===== src/rtl/ddmh_pkg.sv =====
// Shared types, constants and the CORDIC angle table for the
// differential-drive mixer and heading unit. No dependencies.
`default_nettype none

package ddmh_pkg;

   // Configuration register indexes (byte address = 4 * index)
   typedef enum logic [2:0] {
      REG_DEAD_THRESHOLD  = 3'd0,
      REG_JOY_LIMIT       = 3'd1,
      REG_SPEED_MIN       = 3'd2,
      REG_SPEED_MAX       = 3'd3,
      REG_YAW_LIMIT       = 3'd4,
      REG_TIMEOUT_TICKS   = 3'd5,
      REG_SEND_INTERVAL   = 3'd6,
      REG_BODY_PITCH      = 3'd7
   } reg_index_type;

   localparam int ADDR_W = 5;
   localparam int DATA_W = 32;

   // Register reset values
   localparam logic [8:0]  DEAD_THRESHOLD_RST = 9'd20;
   localparam logic [14:0] JOY_LIMIT_RST      = 15'd200;
   localparam logic [14:0] SPEED_MIN_RST      = 15'd0;
   localparam logic [14:0] SPEED_MAX_RST      = 15'd1000;
   localparam logic [6:0]  YAW_LIMIT_RST      = 7'd90;
   localparam logic [15:0] TIMEOUT_RST        = 16'd500;
   localparam logic [15:0] SEND_INTERVAL_RST  = 16'd50;
   localparam logic [7:0]  BODY_PITCH_RST     = 8'd0;

   localparam logic [14:0] INITIAL_SPEED_LIMIT = 15'd1000;

   // Mixer clamp
   localparam int MIX_CLAMP = 200;

   // CORDIC sizing
   localparam int CORDIC_STEPS_DEFAULT = 16;
   localparam int STEPS_PER_STAGE      = 4;
   localparam int ATAN_SIZE            = 24;
   localparam int STEP_W               = 5;
   localparam int ATAN_W               = 23;
   localparam int CX_W                 = 27;
   localparam int Z_W                  = 25;

   // Divide by 400: floor(p / 16) / 25 via reciprocal, exact below 2^21
   localparam int RECIP_SHIFT = 26;
   localparam logic [21:0] RECIP_25 = 22'(((64'd1 << RECIP_SHIFT) + 64'd24) / 64'd25);
   localparam int PROD_W  = 25;
   localparam int QPROD_W = 43;
   localparam int MIX_W   = 17;

   typedef struct packed {
      logic [8:0]  dead_threshold;
      logic [14:0] joy_limit;
      logic [14:0] speed_min;
      logic [14:0] speed_max;
      logic [6:0]  yaw_limit;
      logic [15:0] timeout_ticks;
      logic [15:0] send_interval_ticks;
      logic [7:0]  body_pitch;
   } cfg_type;

   // Item payload carried through the pipeline
   typedef struct packed {
      logic [8:0]               tl;       // left mix plus 200
      logic [8:0]               tr;       // right mix plus 200
      logic [14:0]              lim;
      logic [PROD_W-1:0]        prod_l;
      logic [PROD_W-1:0]        prod_r;
      logic signed [MIX_W-1:0]  mix_l;
      logic signed [MIX_W-1:0]  mix_r;
      logic                     send;
      logic                     moving;
      logic [15:0]              seq;
      logic [7:0]               pitch;
      logic signed [CX_W-1:0]   cx;
      logic signed [CX_W-1:0]   cy;
      logic signed [Z_W-1:0]    cz;
   } pipe_type;

   // atan(2^-i) in degrees, Q16, rounded to nearest
   function automatic logic [ATAN_W-1:0] atan_q16(input logic [STEP_W-1:0] i);
      logic [ATAN_W-1:0] v;
      case (i)
         5'd0:    v = 23'd2949120;
         5'd1:    v = 23'd1740967;
         5'd2:    v = 23'd919879;
         5'd3:    v = 23'd466945;
         5'd4:    v = 23'd234379;
         5'd5:    v = 23'd117304;
         5'd6:    v = 23'd58666;
         5'd7:    v = 23'd29335;
         5'd8:    v = 23'd14668;
         5'd9:    v = 23'd7334;
         5'd10:   v = 23'd3667;
         5'd11:   v = 23'd1833;
         5'd12:   v = 23'd917;
         5'd13:   v = 23'd458;
         5'd14:   v = 23'd229;
         5'd15:   v = 23'd115;
         5'd16:   v = 23'd57;
         5'd17:   v = 23'd29;
         5'd18:   v = 23'd14;
         5'd19:   v = 23'd7;
         5'd20:   v = 23'd4;
         5'd21:   v = 23'd2;
         5'd22:   v = 23'd1;
         default: v = 23'd0;
      endcase
      return v;
   endfunction

endpackage

`default_nettype wire


===== src/rtl/ddmh_state.sv =====
// Joystick state, ages and command count; takes input items and loads
// the first pipeline register for each tick. Depends on ddmh_pkg.
`default_nettype none

module ddmh_state (
   input  wire logic               clock,
   input  wire logic               reset,
   input  wire logic               req_valid,
   output logic                    req_stall,
   input  wire logic               req_action,
   input  wire logic signed [15:0] req_joy_x,
   input  wire logic signed [15:0] req_joy_y,
   input  wire logic [14:0]        req_speed_request,
   input  ddmh_pkg::cfg_type       cfg,
   output logic                    out_valid,
   input  wire logic               out_ready,
   output ddmh_pkg::pipe_type      out_data
);
   import ddmh_pkg::*;

   logic signed [15:0] stored_x_ff, stored_x_in;
   logic signed [15:0] stored_y_ff, stored_y_in;
   logic [14:0]        speed_limit_ff, speed_limit_in;
   logic [15:0]        receive_age_ff, receive_age_in;
   logic [15:0]        send_age_ff, send_age_in;
   logic [15:0]        command_count_ff, command_count_in;
   logic               valid_ff;
   pipe_type           data_ff, data_in;

   logic               in_ready, accept;
   logic signed [16:0] lim, jx, jy;
   logic signed [15:0] cx_clamp, cy_clamp;
   logic [14:0]        sp_clamp;
   logic [15:0]        ra_next, sa_next;
   logic               timeout, send;
   logic signed [15:0] ex, ey;
   logic [15:0]        ax, ay;
   logic signed [16:0] diff_l, sum_r, cl_l, cl_r;

   assign in_ready  = !valid_ff || out_ready;
   assign req_stall = !in_ready;
   assign accept    = req_valid && in_ready;
   assign out_valid = valid_ff;
   assign out_data  = data_ff;

   // Control item: clamp axes and speed request
   always_comb begin
      lim = signed'({2'b00, cfg.joy_limit});
      jx  = 17'(req_joy_x);
      jy  = 17'(req_joy_y);
      if (jx < -lim)     cx_clamp = 16'(-lim);
      else if (jx > lim) cx_clamp = 16'(lim);
      else               cx_clamp = req_joy_x;
      if (jy < -lim)     cy_clamp = 16'(-lim);
      else if (jy > lim) cy_clamp = 16'(lim);
      else               cy_clamp = req_joy_y;
      if (req_speed_request < cfg.speed_min)      sp_clamp = cfg.speed_min;
      else if (req_speed_request > cfg.speed_max) sp_clamp = cfg.speed_max;
      else                                        sp_clamp = req_speed_request;
   end

   // Tick: ages, timeout, mix terms and heading setup
   always_comb begin
      ra_next = (receive_age_ff == 16'hFFFF) ? receive_age_ff : receive_age_ff + 16'd1;
      sa_next = (send_age_ff == 16'hFFFF) ? send_age_ff : send_age_ff + 16'd1;
      timeout = ra_next > cfg.timeout_ticks;
      send    = sa_next > cfg.send_interval_ticks;
      ex      = timeout ? 16'sd0 : stored_x_ff;
      ey      = timeout ? 16'sd0 : stored_y_ff;
      ax      = ex[15] ? 16'(-ex) : 16'(ex);
      ay      = ey[15] ? 16'(-ey) : 16'(ey);

      diff_l = 17'(ey) - 17'(ex);
      sum_r  = 17'(ey) + 17'(ex);
      if (diff_l < -17'sd200)     cl_l = -17'sd200;
      else if (diff_l > 17'sd200) cl_l = 17'sd200;
      else                        cl_l = diff_l;
      if (sum_r < -17'sd200)      cl_r = -17'sd200;
      else if (sum_r > 17'sd200)  cl_r = 17'sd200;
      else                        cl_r = sum_r;

      data_in        = data_ff;
      data_in.tl     = 9'(cl_l + 17'(MIX_CLAMP));
      data_in.tr     = 9'(cl_r + 17'(MIX_CLAMP));
      data_in.lim    = speed_limit_ff;
      data_in.prod_l = '0;
      data_in.prod_r = '0;
      data_in.mix_l  = '0;
      data_in.mix_r  = '0;
      data_in.send   = send;
      data_in.moving = (ax > {7'd0, cfg.dead_threshold}) ||
                       (ay > {7'd0, cfg.dead_threshold});
      data_in.seq    = command_count_ff;
      data_in.pitch  = cfg.body_pitch;
      data_in.cx     = signed'({3'b000, ay, 8'h00});
      data_in.cy     = signed'({{3{ex[15]}}, ex, 8'h00});
      data_in.cz     = '0;
   end

   // Next state
   always_comb begin
      stored_x_in      = stored_x_ff;
      stored_y_in      = stored_y_ff;
      speed_limit_in   = speed_limit_ff;
      receive_age_in   = receive_age_ff;
      send_age_in      = send_age_ff;
      command_count_in = command_count_ff;
      if (accept) begin
         if (!req_action) begin
            stored_x_in    = cx_clamp;
            stored_y_in    = cy_clamp;
            speed_limit_in = sp_clamp;
            receive_age_in = '0;
         end else begin
            stored_x_in    = ex;
            stored_y_in    = ey;
            receive_age_in = ra_next;
            send_age_in    = send ? 16'd0 : sa_next;
            if (send) command_count_in = command_count_ff + 16'd1;
         end
      end
   end

   always_ff @(posedge clock) begin
      if (reset) begin
         stored_x_ff      <= '0;
         stored_y_ff      <= '0;
         speed_limit_ff   <= INITIAL_SPEED_LIMIT;
         receive_age_ff   <= '0;
         send_age_ff      <= '0;
         command_count_ff <= '0;
         valid_ff         <= 1'b0;
      end else begin
         stored_x_ff      <= stored_x_in;
         stored_y_ff      <= stored_y_in;
         speed_limit_ff   <= speed_limit_in;
         receive_age_ff   <= receive_age_in;
         send_age_ff      <= send_age_in;
         command_count_ff <= command_count_in;
         if (in_ready) valid_ff <= req_valid && req_action;
      end
   end

   // Payload register, loaded on every accepted tick
   always_ff @(posedge clock) begin
      if (accept && req_action) data_ff <= data_in;
   end

endmodule

`default_nettype wire


===== config.mk =====
export PLATFORM = sky130hd
export DESIGN_NAME = ddmh_state
export DESIGN_NICKNAME = d
export VERILOG_FILES = /design/src/rtl/ddmh_pkg.sv /design/src/rtl/ddmh_state.sv
export SDC_FILE = /design/constraint.sdc
export NUM_CORES = 1
export LEC_CHECK = 0
export ABC_AREA = 1
export BUFFER_PORTS_ARGS = -buffer_cell sky130_fd_sc_hd__buf_2
export CAP_MARGIN = 5
export CORE_MARGIN = 10
export CORE_UTILIZATION = 45
export CTS_CLUSTER_DIAMETER = 150
export CTS_CLUSTER_SIZE = 28
export DETAILED_ROUTE_END_ITERATION = 12
export PLACE_DENSITY = 0.75
export SLEW_MARGIN = 25
export SYNTH_ARGS = -nofsm -noshare
export SYNTH_HDL_FRONTEND = slang
export SYNTH_SLANG_ARGS = --single-unit

===== constraint.sdc =====
create_clock -name clock -period 5.2 [get_ports clock]
set_input_delay 1.04 -clock clock [delete_from_list [all_inputs] [get_ports clock]]
set_output_delay 1.04 -clock clock [all_outputs]
set_load 0.01 [all_outputs]

# Word-level counts from Yosys, hierarchy flattened
# Cells that the tools add are included.
[classes]
n_addsub = 10
magnitude_cmp = 14
n_eq_ne = 2
muxes = 20
bitwise = 1
n_reduce_logical = 10
[op_table]
columns = ["cell", "n"]
rows = [
  ["2-to-1 mux 16 bit", 14],
  ["greater-than comparator 16 bit", 4],
  ["adder 16 x 1 -> 16 bit (second input constant)", 3],
  ["2-to-1 mux 9 bit", 4],
  ["greater-than comparator 17 x 9 -> 1 bit (second input constant)", 2],
  ["< comparator 16 x 17 -> 1 bit", 2],
  ["< comparator 17 x 9 -> 1 bit (second input constant)", 2],
  ["equality test 16 bit (second input constant)", 2],
  ["greater-than comparator 16 x 9 -> 1 bit", 2],
  ["negation 16 bit", 2],
  ["2-to-1 mux 15 bit", 2],
  ["adder 9 bit (second input constant)", 2],
  ["adder 16 x 16 -> 17 bit", 1],
  ["negation 15 -> 17 bit", 1],
  ["subtractor 16 x 16 -> 17 bit", 1],
  ["greater-than comparator 15 bit", 1],
  ["< comparator 15 bit", 1],
  ["AND reduction 2 bit", 2],
  ["logical AND 1 bit", 3],
  ["AND reduction 3 bit", 1],
  ["logical NOT 1 bit", 2],
  ["logical OR 1 bit", 2],
  ["inverter 1 bit", 1],
]
[word_totals]
reg_bits = 187
inputBits = 153
output_inout_bits = 224
wordCells = 73

# Logic depth before layout (Yosys ltp)
# Gate-level depths: netlist (run 1).
[depth]
ltp_word = 9
mapped_depth = 49
mapped_depth_nobuf = 46

# Worst setup path after synthesis (run 1)
# Ideal clock, no wire load.
[synth_path]
path_kind = "register to register"
startpoint = "reg receive_age_ff[0]"
endpoint = "reg data_ff (netlist bit out_data[211]), data pin"
setup_ns = 0.257
t_arrival_ns = 5.240
t_required_ns = 4.943
path_slack_ns = -0.297
stages_incl_launch_ff = 46
path_buffers = 2
synth_period_minus_slack_ns = 5.497
cell_sequence = "dfxtp_1 ha_1 inv_1 nor3_1 nand4_1 nor2_1 nand2_1 inv_1 nand2_1 inv_1 nor2_1 nand2_1 nor2_1 xor2_1 ha_1 nand2_1 nor2_1 nand2_1 [10 not listed] nand2_1 nand2_1 nand2_1 inv_1 nand2_1 nand2_1 nand4_1 o211ai_1 xor2_1 inv_1 nand2_2 nand2_1 nor2_1 inv_1 ha_1 nand2_1 nand2_1 xor2_1"
[synth_rtl]
columns = ["item", "line_no", "source"]
rows = [
  ["start: declaration", "ddmh_state.sv:24", "logic [15:0] receive_age_ff, receive_age_in;"],
  ["start signal: assignment", "ddmh_state.sv:137", "receive_age_ff <= receive_age_in;"],
  ["end signal: assignment", "ddmh_state.sv:146", "if (accept && req_action) data_ff <= data_in;"],
  ["end: declaration", "ddmh_state.sv:28", "pipe_type data_ff, data_in;"],
]

==> results_dict.tcl, run 1 <==
set metrics [dict create \
    critPathSlowestCell "fa_2" \
    slew_headroom 0.308 \
    synthArstFlopShare 0 \
    instances_no_fill 3229 \
    ys_ff_latch 187 \
    rr_startpoint "receive_age_ff[1]" \
    fin_crit_sh 1.07 \
    htree_levels 4 \
    ios 377 \
    multiInputGateArea_um2 10900 \
    hold_depth 0 \
    slowest_delay_ns 0.37 \
    vias 16800 \
    status "finished with violations" \
    seq_area_um2 4660 \
    wire_per_inst_um 17.0 \
    drc_errors 0 \
    final_util 0.605 \
    final_nets 3085 \
    antenna_left 0 \
    cts_hold_buf 0 \
    met3_usage 0.0456 \
    finalHoldViolCount 0 \
    max_freq_mhz 179 \
    drt-vias-per-instance 5.20 \
    grt_pass1_wl_um 82800 \
    cap_violations 0 \
    n_fill_cell 3107 \
    worst_slack_ns -0.380 \
    path_class "flip-flop to flip-flop" \
    start_util 0.453 \
    grt_start_max_net_pins 107 \
    yosysWarnings 0 \
    cts_tree "yes" \
    crit_fanout 8 \
    clk_latency_ns 0.46 \
    syn_to_final_growth_pct 33.6 \
    required_ns 5.41 \
    skew_ns 0.0152 \
    ir_drop_mv 0.285 \
    seq_area_frac_synth 0.290 \
    placed_cell_area_um2 18900 \
    rows 69 \
    syn_avg_cell_area_um2 7.06 \
    arrival_ns 5.80 \
    power_density_nw_per_um2 234 \
    grt_use_met2 0.398 \
    violations "negative setup slack" \
    syn_area_um2 16000 \
    placed_cells 3138 \
    grt_pass1_vias 16300 \
    clk_root_buffer_cell "clkbuf_16" \
    rsz0062_at_grt "true" \
    hp-class "flip-flop to flip-flop" \
    fp.dieH_um 209 \
    use_met1 0.279 \
    cts_buffers 17 \
    layout_commonest_cell "nand2_1" \
    core_area_um2 35400 \
    io_buffer_count 241 \
    path_clk_slew_ns 0.08 \
    critPathLaunchType "flip-flop" \
    hp-start "speed_limit_ff[14]" \
    cts_buffer_depth 2 \
    tightest_slew_ns 1.04 \
    layout_common_cells "nand2_1 (489), inv_1 (260), buf_2 (241), buf_4 (241), a21oi_1 (188)" \
    p_total_w 0.00501 \
    synth_edf_count 91 \
    first_iter_violations 1247 \
    ys.flop_type "dfxtp_1" \
    place_congestion 0.935 \
    dp_hpwl_um 40400 \
    min_period_ns 5.58 \
    fin_setup_tns_ns -3.45 \
    antenna_found_initial 6 \
    die_w_um 209 \
    clock-sinks 187 \
    reg2reg_depth 42 \
    cp-startpoint "receive_age_ff[1]" \
    drt_first_pass_iters 6 \
    fin_area_um2 21400 \
    p_leak_nw 10.6 \
    finalSetupViolCount 15 \
    die_area_um2 43600 \
    gr-max-usage-layer "met2" \
    synthDistinctLibCells 49 \
    wl_um 54800 \
    drive_gt1_frac 0.309 \
    endpoint_kind "flip-flop" \
    synthCells 2272 \
    grt_usage 0.230 \
    grt_overflow 0 \
    drv_slew 0 \
]
## per-layer routing
layer / up-vias / wire (µm)
li1: 8218 / -
met1: 7701 / 22700
met5: - / 0
met3: 129 / 3720
met2: 743 / 26800
met4: 0 / 1610
## flip-flops by register name, summed over array words and instances, names as in the netlist
signal / flops
command_count_ff: 16
out_data: 91
out_valid: 1
receive_age_ff: 16
send_age_ff: 16
speed_limit_ff: 15
stored_x_ff: 16
stored_y_ff: 16
## worst max-delay path: cells and delay by family, from the launching register on
family	cells	cell delay, ns
AND/OR/NAND/NOR	27	2.48
adder cells (fa/ha/maj)	4	0.94
buffers and inverters	7	0.81
AO/OA/AOI/OAI	2	0.41
flip-flops	1	0.36
XOR/XNOR	2	0.30
## stage by stage
step | hold slack, ns | setup slack, ns
floorplan | 0.409 | -0.0558
global placement | 0.415 | -0.429
detailed placement | 0.421 | -0.569
CTS | 0.431 | -0.129
global route | 0.442 | -0.688
finish | 0.433 | -0.380
## synth_stat cells, types with 2 or more instances
master    number  share of area
a211oi_1       4         0.0019
buf_4        138          0.065
o21ai_0      119          0.037
dfxtp_1       96           0.12
a21oi_2       11         0.0060
a31oi_1        4         0.0016
o211ai_1      29          0.014
nor2_1       159          0.037
o31ai_1        8         0.0037
xor2_1        31          0.017
nor3_1        23         0.0072
o21ai_1        6         0.0019
inv_2          5         0.0012
edfxtp_1      91           0.17
buf_2         13         0.0041
nor3_2         2         0.0012
nor2_2         6         0.0023
a21o_1         4         0.0019
xnor2_1       12         0.0066
ha_1         181           0.14
fa_1           2         0.0025
a21oi_1      205          0.064
o221ai_1       2         0.0011
clkinv_1       2        0.00047
or2_2          3         0.0012
nand4_1       39          0.015
nor4_1         8         0.0031
nand2_2       13         0.0051
o21bai_1       5         0.0023
nand3b_1       5         0.0023
nand3_2        3         0.0019
clkbuf_1      36         0.0084
o21ai_4        2         0.0020
nand2_1      577           0.14
nand3_1      118          0.037
o21a_1         4         0.0019
o41ai_1        5         0.0027
inv_1        290          0.068
## power breakdown
part           total [W]  internal [W]  switching (W)
registers        0.00169       0.00164      0.0000447
logic            0.00198      0.000813        0.00116
clock network    0.00135      0.000713       0.000634
total            0.00501       0.00317        0.00184
## cell type report
class                      instances  area share
timing repair buffer             518       0.164
sequential                       187       0.217
timing repair inverter             1    0.000292
clock buffer                      21      0.0235
antenna                            6    0.000701
tap                              461      0.0269
inverter                         297      0.0537
multi-input combinational       1727       0.509
clock inverter                    11     0.00432
## cells by family after synthesis
group / synth area share
AOI/OAI and AO/OA: 0.145
xor gates and xnor gates: 0.0235
adders and majority gates: 0.144
buffers and inverters: 0.147
DFF: 0.290
other: 0.000234
and+or+nand+nor: 0.251
## path summary, 6_finish.rpt
| path | to | slack (ns) |
|---|---|---|
| setup / recovery | out_data[220] | -0.38 |
| hold / removal | out_data[203] | 0.43 |
| setup reg to reg | out_data[220] | -0.38 |
| hold reg to reg | out_data[203] | 0.43 |
## timing repair
action | CTS | global route
buffers inserted | 29 | 25
endpoints found under the hold margin | 0 | 0
gates resized for setup | 175 | 182
endpoints found under the setup margin | 19 | 19
cloned | 2 | 0
pin swaps | 79 | 88
(Power assumes the default switching activity.)
==> run 2, diff against run 1 <==
--- a/config.mk
+++ b/config.mk
@@ -13,7 +13,9 @@
 export CTS_CLUSTER_DIAMETER = 150
 export CTS_CLUSTER_SIZE = 28
 export DETAILED_ROUTE_END_ITERATION = 12
+export MAX_ROUTING_LAYER = met4
 export PLACE_DENSITY = 0.75
+export RECOVER_POWER = 100
 export SLEW_MARGIN = 25
 export SYNTH_ARGS = -nofsm -noshare
 export SYNTH_HDL_FRONTEND = slang
==> results_dict.tcl, run 2 (same netlist as run 1, synthesis figures left out) <==
set metrics [dict create \
    fin_crit_sh 1.09 \
    status "finished with violations" \
    drt_first_pass_iters 5 \
    place_congestion 0.953 \
    grt_pass1_vias 16800 \
    vias 16800 \
    rows 69 \
    grt_usage 0.239 \
    drv_slew 0 \
    min_period_ns 5.68 \
    wire_per_inst_um 16.9 \
    path_class "flip-flop to flip-flop" \
    htree_levels 4 \
    ir_drop_mv 0.288 \
    cts_buffers 17 \
    die_w_um 209 \
    hp-class "flip-flop to flip-flop" \
    rsz0062_at_grt "true" \
    die_area_um2 43600 \
    critPathSlowestCell "fa_2" \
    drive_gt1_frac 0.254 \
    skew_ns 0.0111 \
    endpoint_kind "flip-flop" \
    clk_latency_ns 0.46 \
    fin_hold_ws_ns 0.434 \
    dp_hpwl_um 41100 \
    antenna_found_initial 4 \
    grt_pass1_wl_um 83600 \
    first_iter_violations 1201 \
    clock-sinks 187 \
    io_buffer_count 241 \
    worst_slack_ns -0.477 \
    seq_area_um2 4660 \
    critPathTopFamily "simple AND/OR/NAND/NOR gates" \
    wl_um 54600 \
    finalHoldViolCount 0 \
    core_area_um2 35400 \
    tightest_slew_ns 1.46 \
    start_util 0.453 \
    path_buf_inv 5 \
    path_clk_slew_ns 0.08 \
    grt_overflow 0 \
    fp.dieH_um 209 \
    p_total_w 0.00507 \
    cap_violations 0 \
    largest_reg_flops 91 \
    fin_area_um2 21000 \
    drt-vias-per-instance 5.18 \
    max_freq_mhz 176 \
    grt_start_max_net_pins 56 \
    finalSetupViolCount 18 \
    crit_path_frequent_cell "nand2_2" \
    final_nets 3090 \
    ios 377 \
    multiInputGateArea_um2 10600 \
    antenna_left 0 \
    arrival_ns 5.89 \
    cts_buffer_depth 2 \
    clk_root_buffer_cell "clkbuf_16" \
    fin_setup_tns_ns -4.85 \
    n_fill_cell 3289 \
    placed_cell_area_um2 18800 \
    layout_commonest_cell "nand2_1" \
    cts_tree "yes" \
    layout_common_cells "nand2_1 (508), inv_1 (263), buf_4 (254), a21oi_1 (197), ha_1 (160)" \
    power_density_nw_per_um2 242 \
    p_leak_nw 10.3 \
    slew_headroom 0.0274 \
    slowest_delay_ns 0.37 \
    drc_errors 0 \
    critPathLaunchType "flip-flop" \
    crit_fanout 7 \
    required_ns 5.42 \
    place_ws_ns -0.534 \
    violations "negative setup slack" \
    syn_to_final_growth_pct 30.6 \
]
-- run 2: cell types whose count changed in the layout (fill, tap and decap cells not counted), moves of 7 or more --
cell,change
buf_6,-7
buf_2,-98
o21ai_2,-7
a21oi_1,+9
clkbuf_1,+98
o21ai_0,+13
ha_1,+10
nand2_2,-25
ha_4,-9
nand2_1,+19
buf_4,+13
-- run 2: cell type report --
class | instances | area share
Antenna cell | 4 | 0.000478
Clock buffer | 18 | 0.0205
Clock inverter | 14 | 0.00914
Inverter | 297 | 0.0546
Multi-Input combinational cell | 1727 | 0.504
Sequential cell | 187 | 0.222
Tap cell | 461 | 0.0275
Timing Repair Buffer | 523 | 0.160
Timing Repair inverter | 1 | 0.000776
-- run 2: worst register-to-register path: cells and delay by family, from the launching register on --
kind / cells / cell delay (ns)
DFF: 1 / 0.36
adders and majority gates: 5 / 1.19
xor gates and xnor gates: 2 / 0.30
AOI/OAI and AO/OA: 2 / 0.44
buffers and inverters: 5 / 0.46
and+or+nand+nor: 27 / 2.70
-- run 2: worst paths after layout --
path,end,depth (start not counted),from,slack (ns)
setup / recovery,out_data[220],41,receive_age_ff[0],-0.48
hold / removal,out_data[196],0,speed_limit_ff[7],0.43
setup reg to reg,out_data[220],41,receive_age_ff[0],-0.48
hold reg to reg,out_data[196],0,speed_limit_ff[7],0.43
-- run 2: repair_timing --
action,CTS,global route
setup buffers,37,24
gates cloned,2,1
gates resized for setup,144,140
hold buffers,0,0
pin swaps,66,67
endpoints found under the setup margin,19,19
-- run 2: metal layers --
metal  global-route usage  up-vias  wire length (µm)
li1                     -     8227                 -
met1                0.280     7719             22900
met2                0.403      692             26400
met3               0.0401      119              3560
met4               0.0910        0              1790
met5                    -        -                 0
-- run 2: where the power goes --
part | switching [W] | internal (W) | total (W)
logic | 0.00114 | 0.000808 | 0.00195
clock network | 0.000629 | 0.000808 | 0.00144
registers | 0.0000430 | 0.00164 | 0.00169
-- run 2: per-stage QoR --
step / utilization / std cells
after floorplan: - / 2399
after global placement: 0.532 / 3135
after detailed placement: 0.532 / 3135
after CTS: 0.575 / 3206
after global routing: 0.592 / 3232
final: 0.592 / 3232
